==> src/rtl/rmlt_pkg.sv <==
// ============================================================================
// rmlt_pkg: shared types and constants for the recursive mutex lock table
// Function and status codes, the slot record layout, controller states and
// the command and status bundles between the controller and the datapath.
// ============================================================================
package rmlt_pkg;

    // Default number of mutex slots.
    localparam int SLOT_COUNT_DEF = 256;

    // Attribute value that marks a slot as recursive.
    localparam logic [31:0] RECURSIVE_ATTR = 32'h0000_0010;

    // Largest lock depth a slot can hold.
    localparam logic [31:0] DEPTH_MAX = 32'hFFFF_FFFF;

    // Request function codes.
    localparam logic [2:0] FN_CREATE  = 3'd0;
    localparam logic [2:0] FN_DESTROY = 3'd1;
    localparam logic [2:0] FN_LOCK    = 3'd2;
    localparam logic [2:0] FN_TRYLOCK = 3'd3;
    localparam logic [2:0] FN_UNLOCK  = 3'd4;

    // Result status codes.
    localparam logic [2:0] RS_OK          = 3'd0;
    localparam logic [2:0] RS_FAULT       = 3'd1;
    localparam logic [2:0] RS_BUSY        = 3'd2;
    localparam logic [2:0] RS_FULL        = 3'd3;
    localparam logic [2:0] RS_NOT_FOUND   = 3'd4;
    localparam logic [2:0] RS_DEADLOCK    = 3'd5;
    localparam logic [2:0] RS_NOT_OWNED   = 3'd6;
    localparam logic [2:0] RS_WOULD_BLOCK = 3'd7;

    // One slot record as held in the slot memory.
    typedef struct packed {
        logic [31:0] key;
        logic [63:0] owner;
        logic [31:0] depth;
        logic        rec;
    } slot_t;

    // Controller states.
    typedef enum logic [1:0] {
        S_IDLE,
        S_SCAN,
        S_EXEC
    } state_t;

    // Commands from the controller to the datapath.
    typedef struct packed {
        logic accept;
        logic scan_en;
        logic exec_fire;
    } ctrl_cmd_t;

    // Status from the datapath to the controller.
    typedef struct packed {
        logic trivial;
        logic hit;
        logic scan_done;
        logic out_full;
    } dp_status_t;

endpackage

==> src/rtl/rmlt_ctrl.sv <==
// ============================================================================
// rmlt_ctrl: request sequencer for the recursive mutex lock table
// Takes a request, runs the slot scan until a hit, the table end or a trivial
// request, then fires the execute step once the result register is free.
// ============================================================================
module rmlt_ctrl (
    input  logic                   clk,
    input  logic                   rst_n,
    input  logic                   req_valid,
    output logic                   req_stall,
    input  rmlt_pkg::dp_status_t   sts,
    output rmlt_pkg::ctrl_cmd_t    cmd
);
    import rmlt_pkg::*;

    state_t state_reg;
    state_t state_next;

    // State register.
    always_ff @(posedge clk or negedge rst_n)
    begin
        if (!rst_n)
        begin
            state_reg <= S_IDLE;
        end
        else
        begin
            state_reg <= state_next;
        end
    end

    // Next state.
    always_comb
    begin
        state_next = state_reg;
        case (state_reg)
            S_IDLE:
            begin
                if (req_valid)
                begin
                    state_next = S_SCAN;
                end
            end
            S_SCAN:
            begin
                if (sts.trivial || sts.hit || sts.scan_done)
                begin
                    state_next = S_EXEC;
                end
            end
            S_EXEC:
            begin
                if (!sts.out_full)
                begin
                    state_next = S_IDLE;
                end
            end
            default:
            begin
                state_next = S_IDLE;
            end
        endcase
    end

    // Outputs. The scan holds still on a hit so the read data stays put.
    always_comb
    begin
        req_stall     = 1'b1;
        cmd.accept    = 1'b0;
        cmd.scan_en   = 1'b0;
        cmd.exec_fire = 1'b0;
        case (state_reg)
            S_IDLE:
            begin
                req_stall  = 1'b0;
                cmd.accept = req_valid;
            end
            S_SCAN:
            begin
                cmd.scan_en = !sts.hit;
            end
            S_EXEC:
            begin
                cmd.exec_fire = !sts.out_full;
            end
            default:
            begin
                req_stall = 1'b1;
            end
        endcase
    end

endmodule

==> config.mk <==
export PLATFORM = sky130hd
export DESIGN_NAME = rmlt_ctrl
export DESIGN_NICKNAME = d
export VERILOG_FILES = /design/src/rtl/rmlt_pkg.sv /design/src/rtl/rmlt_ctrl.sv
export SDC_FILE = /design/constraint.sdc
export NUM_CORES = 1
export LEC_CHECK = 0
export ABC_CLOCK_PERIOD_IN_PS = 1800
export BUFFER_PORTS_ARGS = -buffer_cell sky130_fd_sc_hd__buf_2
export CORE_AREA = 8 8 45 47
export CTS_CLUSTER_SIZE = 12
export DETAILED_ROUTE_END_ITERATION = 10
export DIE_AREA = 0 0 53 55
export PLACE_DENSITY = 0.3
export SYNTH_ARGS = -nofsm -noshare
export SYNTH_HDL_FRONTEND = slang
export SYNTH_SLANG_ARGS = --single-unit
==> constraint.sdc <==
create_clock -name clk -period 1.8 [get_ports clk]
set_input_delay 0.09 -clock clk [delete_from_list [all_inputs] [get_ports clk]]
set_output_delay 0.09 -clock clk [all_outputs]
set_load 0.01 [all_outputs]
==> flow_metrics.tcl <==
set metrics [dict create \
    status "finished, final reports clean" \
    die-area_um2 2920 \
    grt_start_max_net_pins 7 \
    path_class "register to output port" \
    boundaryPins 11 \
    antenna-diode-count 0 \
    rsz0062_at_grt "no" \
    met3_length_um 98 \
    fin_cells 42 \
    synth_mux_area_share_pct 0 \
    cp-end-kind "output port" \
    ys_ff_latch 2 \
    clock-skew-final_ps 0.320 \
    dr.max_layer_used "met3" \
    placed_cells 38 \
    finalSetupTns_ps 0 \
    antenna_found_initial 0 \
    grt_pass1_vias 160 \
    grt_first_pass_wirelength_um 710 \
    maxSlewHeadroom_pct 83.5 \
    drv_slew 0 \
    cts_tree "yes" \
    synth_cells 12 \
    synth_nets 19 \
    overflow 0 \
    largest_reg_flops 2 \
    vias_per_cell 3.12 \
    num_rows 14 \
    drc 0 \
    critPathRequiredTime_ps 1710 \
    cts-buffers-inserted 3 \
    final_area_um2 214 \
    path_clk_slew_ps 30 \
    hold_class "primary input to register" \
    dr_wl_met2_um 98 \
    yosysUniqueCellTypes 10 \
    yosys.area_share.simple_pct 38.2 \
    vias 131 \
    cts_resized 0 \
    power_mw 0.308 \
    clk_latency_ps 220 \
    synth-adder-area-share_pct 0 \
    grt_usage_pct 4.04 \
    start_util_pct 8.05 \
    fp.dieW_um 53 \
    syn_to_final_growth_pct 92.1 \
    cts.sinks 2 \
    drtPass1Iterations 3 \
    path_max_fanout 5 \
    synth_top_family_by_area "simple AND/OR/NAND/NOR gates" \
    ys_seq_area_share_pct 44.9 \
    finalCritPeriodShare_pct 63.7 \
    crit_arrival_ps 1060 \
    placed_cell_area_um2 181 \
    cts_setup_buffers 0 \
    powerDensity_nw_per_um2 1440 \
    start_kind "register" \
    final-setup-viol-count 0 \
    m1WireLength_um 219 \
    htree_num_levels 1 \
    avgSynthCellArea_um2 9.28 \
    die_h_um 55 \
    drt_iter0_markers 2 \
    worst_pin_slew_ps 245 \
    nets 35 \
    wl_per_cell_um 9.93 \
    gp_congestion 0.620 \
    drive_gt1_share_pct 53.8 \
    yosysWarnings 0 \
    power.leakage_nw 0.108 \
    synth_compound_area_share_pct 13.5 \
    final_antenna_net_count 0 \
    peakVddDrop_mv 0.356 \
    finalCriticalPeriod_ps 1150 \
    cap_violations 0 \
    clock.fmax_ghz 0.872 \
    root_buffer "clkbuf_4" \
    nFillCells 151 \
    core_area_um2 1380 \
    hold_viol 0 \
    synthXorXnorAreaFrac_pct 0 \
    wl_um 417 \
    synth.cell_area_um2 111 \
    clk_path_buf_depth 2 \
    portBuffers 10 \
]
-- kinds of logic (layout without fill, tap and decap cells) --
kind of cell           after synthesis  after routing
buffers and inverters                1             15
AND/OR/NAND/NOR                      7              7
AO/OA/AOI/OAI                        2              2
flip-flops                           2              2
-- through the flow --
stage               hold slack (ps)  utilization (%)  setup WS, ps
finish                          144             15.5           653
global route                    157             15.5           571
CTS                             135             15.5           643
detailed placement             -121             13.1           897
global placement               -119             13.1           906
floorplan                      -206                -           921
-- final cells by class --
cell class | instances | area, µm² | share of cell area [%]
timing repair buffer | 11 | 60.1 | 28.1
multi-input combinational | 9 | 57.6 | 26.9
sequential | 2 | 50.0 | 23.4
clock buffer | 3 | 22.5 | 10.5
tap | 16 | 20.0 | 9.36
inverter | 1 | 3.75 | 1.75
-- worst paths after layout --
| kind | from | endpoint | slack (ps) | cells after the start |
|---|---|---|---|---|
| min | sts[0] | state_reg[1]$_DFFE_PN0P_ | 140 | 3 |
| min in group asynchronous | rst_n | state_reg[0]$_DFFE_PN0P_ | 180 | 2 |
| max in group asynchronous | rst_n | state_reg[1]$_DFFE_PN0P_ | 1520 | 2 |
| min reg2reg | state_reg[0]$_DFFE_PN0P_ | state_reg[1]$_DFFE_PN0P_ | 580 | 1 |
| max reg2reg | state_reg[0]$_DFFE_PN0P_ | state_reg[0]$_DFFE_PN0P_ | 980 | 2 |
| max | state_reg[1]$_DFFE_PN0P_ | cmd[0] | 650 | 3 |
-- layout by cell type, fill, tap and decap left out, drive strengths merged --
cell type / synthesis / layout
buf: 0 / 10
nand2b: 1 / 1
nand2: 1 / 1
clkbuf: 0 / 3
o22ai: 1 / 1
inv: 1 / 1
dlygate4sd3: 0 / 1
dfrtp: 2 / 2
nor3b: 1 / 1
nor2: 1 / 1
or2: 1 / 1
nor3: 2 / 2
a31o: 1 / 1
-- power by group --
group | switching [mW] | total (mW) | internal, mW
Combinational | 0.0586 | 0.117 | 0.0580
Clock | 0.0265 | 0.100 | 0.0737
Sequential | 0.0262 | 0.0908 | 0.0646
Total | 0.111 | 0.308 | 0.196
-- critical path: stages, from the launching register on --
cell     delay, ps
dfrtp_1        400
inv_1           80
nor3_1         190
buf_2          170
-- layer usage --
layer | vias to the layer above | track usage (%)
li1 | 72 | -
met2 | 11 | 2.93
met1 | 48 | 4.71
met3 | 0 | 4.28
met5 | - | 0
met4 | 0 | 5.17
-- repair_timing --
item,4_1_cts,5_1_grt
endpoints found under the hold margin,2,0
hold buffers,1,0
endpoints found under the setup margin,0,0
-- cells in the mapped netlist --
library cell	instances	area [µm²]
nand2_1	1	3.75
nor3_1	2	10.0
nor2_1	1	3.75
o22ai_1	1	6.26
inv_1	1	3.75
or2_1	1	6.26
a31o_1	1	8.76
dfrtp_1	2	50.1
nor3b_2	1	12.5
nand2b_1	1	6.26
Note: power is estimated with default switching activity, not from simulation.
